File: src/hdl/hsv2rgb_pkg.sv
// Shared types, constants and helpers for the HSV to RGB pixel converter.
// Depends on nothing; every module of the block imports it.
`default_nettype none

package hsv2rgb_pkg;

  // Field width of every channel: unsigned fixed point with 16 fraction bits.
  localparam int unsigned FW = 17;
  localparam int unsigned FRAC = 16;
  localparam logic [FW-1:0] ONE_Q16 = 17'h10000;

  // Depth of the queue between the front and the back part.
  localparam int unsigned QDEPTH = 2;
  localparam int unsigned QAW = (QDEPTH > 1) ? $clog2(QDEPTH) : 1;

  // Sextant of the hue circle; codes six and seven take the default order.
  typedef enum logic [2:0] {
    SEXT_RED_YELLOW   = 3'd0,
    SEXT_YELLOW_GREEN = 3'd1,
    SEXT_GREEN_CYAN   = 3'd2,
    SEXT_CYAN_BLUE    = 3'd3,
    SEXT_BLUE_MAGENTA = 3'd4,
    SEXT_MAGENTA_RED  = 3'd5,
    SEXT_FULL_TURN    = 3'd6
  } sextant_e;

  // One classified pixel as it travels from the front to the back part.
  typedef struct packed {
    logic [FW-1:0] chroma;
    logic [FW-1:0] offset;
    logic [FW-1:0] weight;
    sextant_e      sextant;
  } item_t;

  // Queue status seen by the top level.
  typedef struct packed {
    logic full;
    logic empty;
  } q_stat_t;

  // Saturates a field to the range 0.0 to 1.0.
  function automatic logic [FW-1:0] clamp_unit(input logic [FW-1:0] val);
    logic [FW-1:0] res;
    res = (val > ONE_Q16) ? ONE_Q16 : val;
    return res;
  endfunction

endpackage

`default_nettype wire

File: src/hdl/hsv2rgb_front.sv
// Front part: clamps the inputs and classifies the pixel into chroma, offset,
// sextant and interpolation weight. Depends on hsv2rgb_pkg.
`default_nettype none

module hsv2rgb_front import hsv2rgb_pkg::*; (
  input  wire logic [FW-1:0] hue_i,
  input  wire logic [FW-1:0] saturation_i,
  input  wire logic [FW-1:0] brightness_i,
  output item_t              item_o
);

  logic [FW-1:0]     h_cl;
  logic [FW-1:0]     s_cl;
  logic [FW-1:0]     v_cl;
  logic [2*FW-1:0]   sv_prod;
  logic [FW-1:0]     chroma;
  logic [FW+2:0]     dh;
  logic [FW-1:0]     frac_two;
  logic [FW-1:0]     hue_dist;

  // Saturate every field to one before use.
  assign h_cl = clamp_unit(hue_i);
  assign s_cl = clamp_unit(saturation_i);
  assign v_cl = clamp_unit(brightness_i);

  // Chroma is the truncated product s*v; the offset is what remains of v.
  assign sv_prod = s_cl * v_cl;
  assign chroma  = sv_prod[FW+FRAC-1:FRAC];

  // Six times the hue, formed by shifts and one add.
  assign dh       = {1'b0, h_cl, 2'b00} + {2'b00, h_cl, 1'b0};
  assign frac_two = dh[FW-1:0];

  // Distance of the scaled hue from the middle of its sextant pair.
  assign hue_dist = (frac_two >= ONE_Q16) ? (frac_two - ONE_Q16) : (ONE_Q16 - frac_two);

  always_comb begin
    item_o.chroma  = chroma;
    item_o.offset  = v_cl - chroma;
    item_o.weight  = ONE_Q16 - hue_dist;
    item_o.sextant = sextant_e'(dh[FW+1:FRAC]);
  end

endmodule

`default_nettype wire

File: src/hdl/hsv2rgb_queue.sv
// Short queue that decouples the front part from the back part.
// Depends on hsv2rgb_pkg for the item type and the depth.
`default_nettype none

module hsv2rgb_queue import hsv2rgb_pkg::*; (
  input  wire logic  clk_i,
  input  wire logic  rst_ni,
  input  wire logic  push_valid_i,
  output logic       push_ready_o,
  input  wire item_t push_item_i,
  output logic       pop_valid_o,
  input  wire logic  pop_ready_i,
  output item_t      pop_item_o,
  output q_stat_t    stat_o
);

  item_t          entries_q [QDEPTH];
  logic [QAW-1:0] wr_ptr_q, wr_ptr_d;
  logic [QAW-1:0] rd_ptr_q, rd_ptr_d;
  logic [QAW:0]   count_q, count_d;
  logic           push, pop;

  assign push_ready_o = (count_q != (QAW+1)'(QDEPTH));
  assign pop_valid_o  = (count_q != '0);
  assign pop_item_o   = entries_q[rd_ptr_q];
  assign stat_o.full  = !push_ready_o;
  assign stat_o.empty = !pop_valid_o;

  assign push = push_valid_i && push_ready_o;
  assign pop  = pop_valid_o && pop_ready_i;

  // Pointer and fill count updates; pointers wrap at the depth.
  always_comb begin
    wr_ptr_d = wr_ptr_q;
    rd_ptr_d = rd_ptr_q;
    count_d  = count_q;
    if (push) begin
      wr_ptr_d = (wr_ptr_q == QAW'(QDEPTH - 1)) ? '0 : wr_ptr_q + QAW'(1);
    end
    if (pop) begin
      rd_ptr_d = (rd_ptr_q == QAW'(QDEPTH - 1)) ? '0 : rd_ptr_q + QAW'(1);
    end
    if (push && !pop) begin
      count_d = count_q + (QAW+1)'(1);
    end else if (pop && !push) begin
      count_d = count_q - (QAW+1)'(1);
    end
  end

  always_ff @(posedge clk_i or negedge rst_ni) begin
    if (!rst_ni) begin
      wr_ptr_q <= '0;
      rd_ptr_q <= '0;
      count_q  <= '0;
    end else begin
      wr_ptr_q <= wr_ptr_d;
      rd_ptr_q <= rd_ptr_d;
      count_q  <= count_d;
    end
  end

  // Entry storage needs no reset.
  always_ff @(posedge clk_i) begin
    if (push) begin
      entries_q[wr_ptr_q] <= push_item_i;
    end
  end

endmodule

`default_nettype wire

File: src/hdl/hsv2rgb_back.sv
// Back part: forms the interpolated component, orders the channels by
// sextant and holds the result in an output register. Depends on hsv2rgb_pkg.
`default_nettype none

module hsv2rgb_back import hsv2rgb_pkg::*; (
  input  wire logic          clk_i,
  input  wire logic          rst_ni,
  input  wire logic          item_valid_i,
  output logic               item_ready_o,
  input  wire item_t         item_i,
  output logic               out_valid_o,
  input  wire logic          out_ready_i,
  output logic [FW-1:0]      red_o,
  output logic [FW-1:0]      green_o,
  output logic [FW-1:0]      blue_o
);

  logic            s1_valid_q;
  logic [FW-1:0]   x_q, chroma_q, offset_q;
  sextant_e        sextant_q;
  logic            out_valid_q;
  logic [FW-1:0]   red_q, green_q, blue_q;
  logic [FW-1:0]   red_d, green_d, blue_d;
  logic [2*FW-1:0] x_prod;
  logic [FW-1:0]   r_sel, g_sel, b_sel;
  logic            out_load, s1_load;

  // Each stage advances when the one after it is empty or being emptied.
  assign out_load     = s1_valid_q && (!out_valid_q || out_ready_i);
  assign item_ready_o = !s1_valid_q || out_load;
  assign s1_load      = item_valid_i && item_ready_o;

  // Interpolated component x = chroma * weight, truncated.
  assign x_prod = item_i.chroma * item_i.weight;

  // Channel order by sextant; a full turn takes the default order.
  always_comb begin
    case (sextant_q)
      SEXT_RED_YELLOW: begin
        r_sel = chroma_q; g_sel = x_q;      b_sel = '0;
      end
      SEXT_YELLOW_GREEN: begin
        r_sel = x_q;      g_sel = chroma_q; b_sel = '0;
      end
      SEXT_GREEN_CYAN: begin
        r_sel = '0;       g_sel = chroma_q; b_sel = x_q;
      end
      SEXT_CYAN_BLUE: begin
        r_sel = '0;       g_sel = x_q;      b_sel = chroma_q;
      end
      SEXT_BLUE_MAGENTA: begin
        r_sel = x_q;      g_sel = '0;       b_sel = chroma_q;
      end
      SEXT_MAGENTA_RED: begin
        r_sel = chroma_q; g_sel = '0;       b_sel = x_q;
      end
      default: begin
        r_sel = chroma_q; g_sel = '0;       b_sel = '0;
      end
    endcase
    red_d   = r_sel + offset_q;
    green_d = g_sel + offset_q;
    blue_d  = b_sel + offset_q;
  end

  // Valid flags of both stages.
  always_ff @(posedge clk_i or negedge rst_ni) begin
    if (!rst_ni) begin
      s1_valid_q  <= 1'b0;
      out_valid_q <= 1'b0;
    end else begin
      if (s1_load) begin
        s1_valid_q <= 1'b1;
      end else if (out_load) begin
        s1_valid_q <= 1'b0;
      end
      if (out_load) begin
        out_valid_q <= 1'b1;
      end else if (out_ready_i) begin
        out_valid_q <= 1'b0;
      end
    end
  end

  // Payload registers of both stages.
  always_ff @(posedge clk_i) begin
    if (s1_load) begin
      x_q       <= x_prod[FW+FRAC-1:FRAC];
      chroma_q  <= item_i.chroma;
      offset_q  <= item_i.offset;
      sextant_q <= item_i.sextant;
    end
    if (out_load) begin
      red_q   <= red_d;
      green_q <= green_d;
      blue_q  <= blue_d;
    end
  end

  assign out_valid_o = out_valid_q;
  assign red_o       = red_q;
  assign green_o     = green_q;
  assign blue_o      = blue_q;

endmodule

`default_nettype wire

File: src/hdl/hsv_to_rgb_pixel_top.sv
// HSV to RGB pixel converter, top level: front part, queue and back part.
// A result passes a queue entry, the stage-one and the output registers.
// Throughput: one pixel per cycle unless out_ready_i stalls the output; one pass
// through each of the two multipliers (chroma in front, interpolated x in back).
// Reset: rst_ni clears the queue and the stage flags; no pixel data is reset.
// Depends on hsv2rgb_pkg, hsv2rgb_front, hsv2rgb_queue and hsv2rgb_back.
`default_nettype none

module hsv_to_rgb_pixel_top import hsv2rgb_pkg::*; (
  input  wire logic          clk_i,
  input  wire logic          rst_ni,
  input  wire logic          in_valid_i,
  output logic               in_ready_o,
  input  wire logic [FW-1:0] hue_i,
  input  wire logic [FW-1:0] saturation_i,
  input  wire logic [FW-1:0] brightness_i,
  output logic               out_valid_o,
  input  wire logic          out_ready_i,
  output logic [FW-1:0]      red_o,
  output logic [FW-1:0]      green_o,
  output logic [FW-1:0]      blue_o
);

  item_t   front_item;
  item_t   back_item;
  logic    back_valid;
  logic    back_ready;
  q_stat_t q_stat;

  // Classification of the incoming pixel.
  hsv2rgb_front u_front (
    .hue_i        (hue_i),
    .saturation_i (saturation_i),
    .brightness_i (brightness_i),
    .item_o       (front_item)
  );

  // Decoupling queue; a transaction on the input writes one entry.
  hsv2rgb_queue u_queue (
    .clk_i        (clk_i),
    .rst_ni       (rst_ni),
    .push_valid_i (in_valid_i),
    .push_ready_o (in_ready_o),
    .push_item_i  (front_item),
    .pop_valid_o  (back_valid),
    .pop_ready_i  (back_ready),
    .pop_item_o   (back_item),
    .stat_o       (q_stat)
  );

  // Channel computation and output register.
  hsv2rgb_back u_back (
    .clk_i        (clk_i),
    .rst_ni       (rst_ni),
    .item_valid_i (back_valid),
    .item_ready_o (back_ready),
    .item_i       (back_item),
    .out_valid_o  (out_valid_o),
    .out_ready_i  (out_ready_i),
    .red_o        (red_o),
    .green_o      (green_o),
    .blue_o       (blue_o)
  );

`ifndef NO_ASSERTIONS
  // The queue can never be full and empty at once.
  a_queue_status: assert property (@(posedge clk_i) disable iff (!rst_ni)
    !(q_stat.full && q_stat.empty))
    else $error("queue reports full and empty together");

  // Every shown channel stays within 0.0 to 1.0.
  a_channel_range: assert property (@(posedge clk_i) disable iff (!rst_ni)
    out_valid_o |-> (red_o <= ONE_Q16) && (green_o <= ONE_Q16) && (blue_o <= ONE_Q16))
    else $error("output channel above one");

  // A pixel pushed into an empty queue is offered to the back part next cycle.
  a_queue_forward: assert property (@(posedge clk_i) disable iff (!rst_ni)
    (in_valid_i && in_ready_o && q_stat.empty) |=> back_valid)
    else $error("queued pixel not offered to the back part");
`endif

endmodule

`default_nettype wire
File: config.mk
export PLATFORM = sky130hd
export DESIGN_NAME = hsv_to_rgb_pixel_top
export DESIGN_NICKNAME = d
export VERILOG_FILES = /design/src/hdl/hsv2rgb_pkg.sv /design/src/hdl/hsv2rgb_front.sv /design/src/hdl/hsv2rgb_queue.sv /design/src/hdl/hsv2rgb_back.sv /design/src/hdl/hsv_to_rgb_pixel_top.sv
export SDC_FILE = /design/constraint.sdc
export NUM_CORES = 2
export LEC_CHECK = 0
export BUFFER_PORTS_ARGS = -buffer_cell sky130_fd_sc_hd__buf_2
export CELL_PAD_IN_SITES_DETAIL_PLACEMENT = 1
export CELL_PAD_IN_SITES_GLOBAL_PLACEMENT = 1
export CORE_MARGIN = 4
export CORE_UTILIZATION = 50
export DETAILED_ROUTE_END_ITERATION = 10
export GPL_ROUTABILITY_DRIVEN = 1
export PLACE_DENSITY = 0.88
export SYNTH_ARGS = -nofsm -noshare
export SYNTH_HDL_FRONTEND = slang
export SYNTH_SLANG_ARGS = --single-unit
File: constraint.sdc
create_clock -name clk_i -period 14.4 [get_ports clk_i]
set_input_delay 0.72 -clock clk_i [delete_from_list [all_inputs] [get_ports clk_i]]
set_output_delay 0.72 -clock clk_i [all_outputs]
set_load 0.01 [all_outputs]
== Yosys cells after proc, flatten, opt, wreduce, memory -nomap -nowiden ==
Memory sizes are Yosys's and may differ from the RTL's.
Index checks and enable logic that the tools add are counted.

* Bits in registers: 111
* Bits in writable memories: 108
* Input bits: 55
* Output and inout bits: 53
* Logic and storage cells: 76
* Memories: 1

{| class="wikitable"
|+ Memory list
! memory !! words !! bits a word !! rd ports !! clocked after memory_dff !! write ports !! line !! text
|-
| u_queue.entries_q || 2 || 54 || 1 || 0 || 1 || hsv2rgb_queue.sv:17 || <nowiki>item_t entries_q [QDEPTH];</nowiki>
|}

* Add/subtract/negate cells: 12
* $mul: 2
* $lt $le $gt $ge: 4
* Equal/unequal tests: 6
* Multiplexer cells: 17
* Reduce and logical (&&, ||, !) cells: 22

{| class="wikitable"
|+ Operator list
! cell !! count
|-
| 17-bit case mux with 2 select lines || 3
|-
| 17-bit 2-to-1 mux || 4
|-
| 17-bit by 17-bit multiplier with 33-bit output || 2
|-
| 17-bit adder || 3
|-
| 17-bit > comparator (second input constant) || 3
|-
| 17-bit subtractor (first input constant) || 2
|-
| 19-bit by 18-bit adder with 19-bit output || 1
|-
| 17-bit >= comparator (second input constant) || 1
|-
| 17-bit subtractor || 1
|-
| 17-bit subtractor (second input constant) || 1
|-
| 2-bit OR reduction || 6
|-
| 1-bit 2-to-1 mux || 8
|-
| 2-bit nonzero test || 4
|-
| 3-bit by 2-bit == test with 1-bit output (second input constant) || 2
|-
| 3-bit == test (second input constant) || 2
|-
| 1-bit logical AND || 5
|-
| 1-bit logical NOT || 4
|-
| 2-bit 2-to-1 mux || 2
|-
| 3-bit by 1-bit == test with 1-bit output (second input constant) || 1
|-
| 3-bit logical NOT || 1
|-
| 1-bit adder (second input constant) || 2
|-
| 2-bit by 1-bit adder with 2-bit output (second input constant) || 1
|-
| 1-bit logical OR || 2
|-
| 2-bit inequality test (second input constant) || 1
|-
| 2-bit by 1-bit subtractor with 2-bit output (second input constant) || 1
|}

== Depth between registers and ports, before layout ==
* Depth in word-level cells: 8
* Depth in mapped cells: 38
* Gate-level depth less buffers: 36

== Cells and area by module ==
From an unflattened synthesis, not the netlist that was laid out.

* Cells, all modules: 3217
* Area total of the unflattened synthesis: 31052.3 um^2

{| class="wikitable"
|+ By module, submodules not included
! module !! instances !! cells an instance !! area an instance (um^2) !! seq. area each (um^2)
|-
| hsv2rgb_back || 1 || 1574 || 15195.8 || 3203.1
|-
| hsv2rgb_front || 1 || 1455 || 11508.5 || 0.0
|-
| hsv2rgb_queue || 1 || 188 || 4347.9 || 3343.2
|}

== Worst setup path before layout ==
OpenSTA, ideal clock, no wires.

* Path kind: in2reg
* From: input port saturation_i[8]
* To: memory u_queue.entries_q[0][36] in the netlist's numbering (data pin)
* Setup time: 271 ps
* Arrival time: 8775 ps
* Required time: 14129 ps
* Setup slack: 5354 ps
* Cell stages on the path: 33
* Path buffers: 2
* Cell sequence: nor4_1 nand4_1 nand2_1 clkbuf_1 clkbuf_1 nand2_1 nor2_1 fa_1 inv_1 fa_1 fa_1 fa_1 inv_1 fa_1 inv_1 fa_1 inv_1 ha_1 a211oi_1 nand2_1 or3_1 o2111ai_1 o31ai_1 o311a_1 o21ai_0 nor4bb_1 nor3_1 ha_1 and2_1 o21ai_0 o311ai_0 a21oi_1 xnor3_1

{| class="wikitable"
|+ RTL lines
! item !! line !! text
|-
| start, declared || hsv_to_rgb_pixel_top.sv:15 || <nowiki>input wire logic [FW-1:0] saturation_i,</nowiki>
|-
| end, declared || hsv2rgb_queue.sv:17 ||
|}

==> results.txt <==
----------------------------------------------------
[Synthesis]
  Post-synth cell types ... 78
  Synth warn ... 0
  Mean Syn Cell Area ... between 9 and 10 um^2
  Register bit total from synthesis ... 217
  Post-synthesis net count ... 3968
  Proportion of synthesized chip area in sequential cells ... 21.43%
  Primary flip-flop cell chosen by synthesis mapping ... sky130_fd_sc_hd__edfxtp_1
  Fraction of registers with async set/reset ... ~2.8%
  Post-synth design cell area ... 0.03027 mm^2
  Post-synth EDFFs ... 211
  Number of instances in the synthesized netlist ... roughly 3200

[Placed design]
  DP HPWL ... between 70 and 80 mm
  Routability congestion estimate ... 0.9508
  Port Buffer Count ... between 100 and 150

[Clocking]
  CTS Root Cell ... sky130_fd_sc_hd__clkbuf_16
  Number of buffers created by CTS ... 25
  CTS tree ... built
  Worst-skew pair later-pin latency ... approximately 0.55 ns
  Clock transition at the registers of the reported paths ... around 0.060 ns
  Total clock sinks ... between 200 and 250
  Maximum clock insertion buffer count ... 3
  CTS H-tree depth ... 1
  Post-CTS repair timing setup buffer count ... 0
  Resized Gates After CTS ... 0

[STA]
  Final hold viol count ... 0
  Worst slew margin relative to its limit ... 10.64%
  Final setup fails ... 0
  Clock tree skew after final layout ... between 0.01 and 0.015 ns
  Final hold slack ... 0.4875 ns
  Maximum operating frequency ... roughly 0.094 GHz
  Final Cycle Share ... between 70% and 80%
  Total negative slack ... 0 ns
  RSZ-0062 raised after global routing ... no
  Final critical path time including I/O delays and setup ... 10.60 ns
  Slew of the pin with the lowest slew margin ... 1.335 ns
  Max-slew violation total from the final report ... 0

[Global routing]
  Met2 Resource Use GR ... between 50% and 60%
  Global Route Usage Sum ... a little under a third
  Global route hottest layer ... met2
  Initial antenna violation count ... 1
  Wire length of the first global-routing pass ... roughly 150 mm
  Number of global-route vias before repair ... 27400
  Global-route track usage on met3 ... between 4 and 5%
  Total congestion overflow after global routing ... 0
  Met1 routing resource usage after global routing ... between 30% and 40%
  Maximum number of pins on one net before global-route repair ... 56

[Setup path]
  Highest-delay cell along the critical path ... sky130_fd_sc_hd__nor4_1
  Startpoint-to-endpoint class of the critical path ... in2reg
  Startpoint Class ... primary input
  Critical path required time ... 14.69 ns
  Setup crit end kind ... flop
  Data arrival time at the worst-slack endpoint ... between 10 and 15 ns
  Maximum fanout count along the critical path ... 26
  Number of buffer and inverter stages on the critical path ... 4
  Kind of cell adding the most delay to the critical path ... adder cells
  Crit path top cell by count ... sky130_fd_sc_hd__fa_1
  Maximum cell stage delay along the critical path ... roughly 0.67 ns

[Layout]
  Most frequent standard cell in the layout excluding fill and tap cells ... sky130_fd_sc_hd__inv_1
  Final net count ... 4042
  Area Growth Syn to Fin ... 7.119%
  Commonest non-fill, non-tap cells in the layout ... sky130_fd_sc_hd__inv_1, sky130_fd_sc_hd__fa_1, sky130_fd_sc_hd__nand2_1
  Share of cells above drive strength 1 ... between 7 and 8%
  Ant diodes ... 0

[Floorplanning]
  Die Y ... ~250 um
  Die area ... 0.06453 mm^2
  Count of standard-cell rows ... 89
  Starting Density ... around half
  I/O Pins ... approximately 110
  Die outline width ... around 250 um
  CORE AREA ... 0.05946 mm^2

[Drt]
  Violation count after the first detailed-route iteration ... 1911
  Number of iterations in the first detailed-routing pass ... 9
  Total number of vias ... 24100
  Via-to-Cell Ratio ... roughly 5.9
  Per-cell routed wire length ... between 20 and 25 um
  Final ANT Viol Nets ... 0
  Remaining DRCs ... 0
  Sum of routed wire length over all layers ... 96.60 mm

[Min path]
  HP Class ... in2reg

[Flow run]
  Max capacitance violation total ... 0

[Outcome]
  Status ... finished, final reports clean

----------------------------------------------------
==> state kept, by name (all words and copies together), names as in the netlist, 2 cells and up <==
name / count
u_back.red_o: 17
u_back.blue_o: 17
u_back.x_q: 17
u_back.sextant_q: 3
u_back.offset_q: 17
u_queue.count_q: 2
u_queue.entries_q: 106
u_back.green_o: 17
u_back.chroma_q: 17
==> through the flow <==
step / setup WS, ns / instances / instance area, um^2 / utilization (%)
after global routing: 3.420 / 4052 / 32420 / 54.52
after CTS: 4.067 / 4052 / 32420 / 54.52
after floorplan: 5.354 / 3186 / 30270 / -
after global placement: 4.084 / 4005 / 31630 / 53.19
after detailed placement: 3.529 / 4005 / 31630 / 53.19
final: 3.800 / 4052 / 32420 / 54.52
==> worst min-delay path: cells and delay by family <==
family / cells / cell delay (ns)
AND/OR/NAND/NOR: 2 / 0.18
buffers and inverters: 1 / 0.09
==> area by class of cell <==
cell class	instances	area (um^2)
inverter	626	2350
fill	6823	27040
multi-input combinational	2257	21100
sequential	217	6487
clock inverter	18	143.9
timing repair buffer	133	733.2
tap	773	967.2
clock buffer	28	636.9
==> cell families after synthesis <==
kind of cell | share of synthesized area [%]
mux | 2.228
fa+ha+maj | 40.77
buf+inv | 8.880
xor+xnor | 3.721
flops | 21.43
compound gates | 8.074
simple gates | 14.90
==> per-layer routing <==
layer / wire, um / part of all wire [%]
met1: 35670 / 37
met2: 49150 / 51
met3: 6521 / 6.8
met4: 5238 / 5.4
met5: 11 / 0.011
==> synth_stat cells, drive strengths merged, types with 9 or more instances <==
library cell / n / area (um^2)
inv: 619 / 2323
fa: 432 / 8648
nand2: 421 / 1583
ha: 295 / 3691
nor2: 256 / 960.9
edfxtp: 211 / 6336
xnor2: 100 / 875.8
a21oi: 76 / 380.4
clkbuf: 73 / 274.0
o21ai: 55 / 279.0
and2: 53 / 336.6
nand3: 52 / 260.3
a22o: 47 / 411.6
nor3: 43 / 215.2
mux2: 35 / 394.1
nor2b: 29 / 181.4
a211oi: 28 / 210.2
mux2i: 28 / 280.3
or3: 27 / 168.9
xor2: 26 / 227.7
a21o: 23 / 173.9
nor4: 21 / 161.4
and3: 19 / 118.9
nand2b: 18 / 112.6
o21a: 17 / 127.6
buf: 13 / 63.81
a211o: 11 / 106.4
o211ai: 11 / 82.58
o31ai: 11 / 82.58
or2: 10 / 62.56
a31oi: 9 / 56.30
or4: 9 / 71.32
==> what timing repair did <==
| action | CTS | global route |
|---|---|---|
| hold buffers | 1 | 0 |
| setup endpoints to repair | 0 | 0 |
| endpoints found under the hold margin | 6 | 0 |
==> path summary, 6_finish.rpt <==
path	from	end	slack, ns	cells past startpoint
worst min-delay path	out_ready_i	u_back.out_valid_o	0.49	3
worst min register to register	u_back.s1_valid_q	u_back.out_valid_o	0.53	1
min in group asynchronous	rst_ni	u_back.s1_valid_q	0.52	2
max in group asynchronous	rst_ni	u_queue.rd_ptr_q	13.72	2
worst max register to register	u_queue.rd_ptr_q	u_back.x_q[15]	5.26	24
worst max-delay path	saturation_i[1]	u_queue.entries_q[0][36]	3.80	31
Power is not shown: default switching activity piles up to over one toggle a cycle in this logic, so the estimate is an artifact.
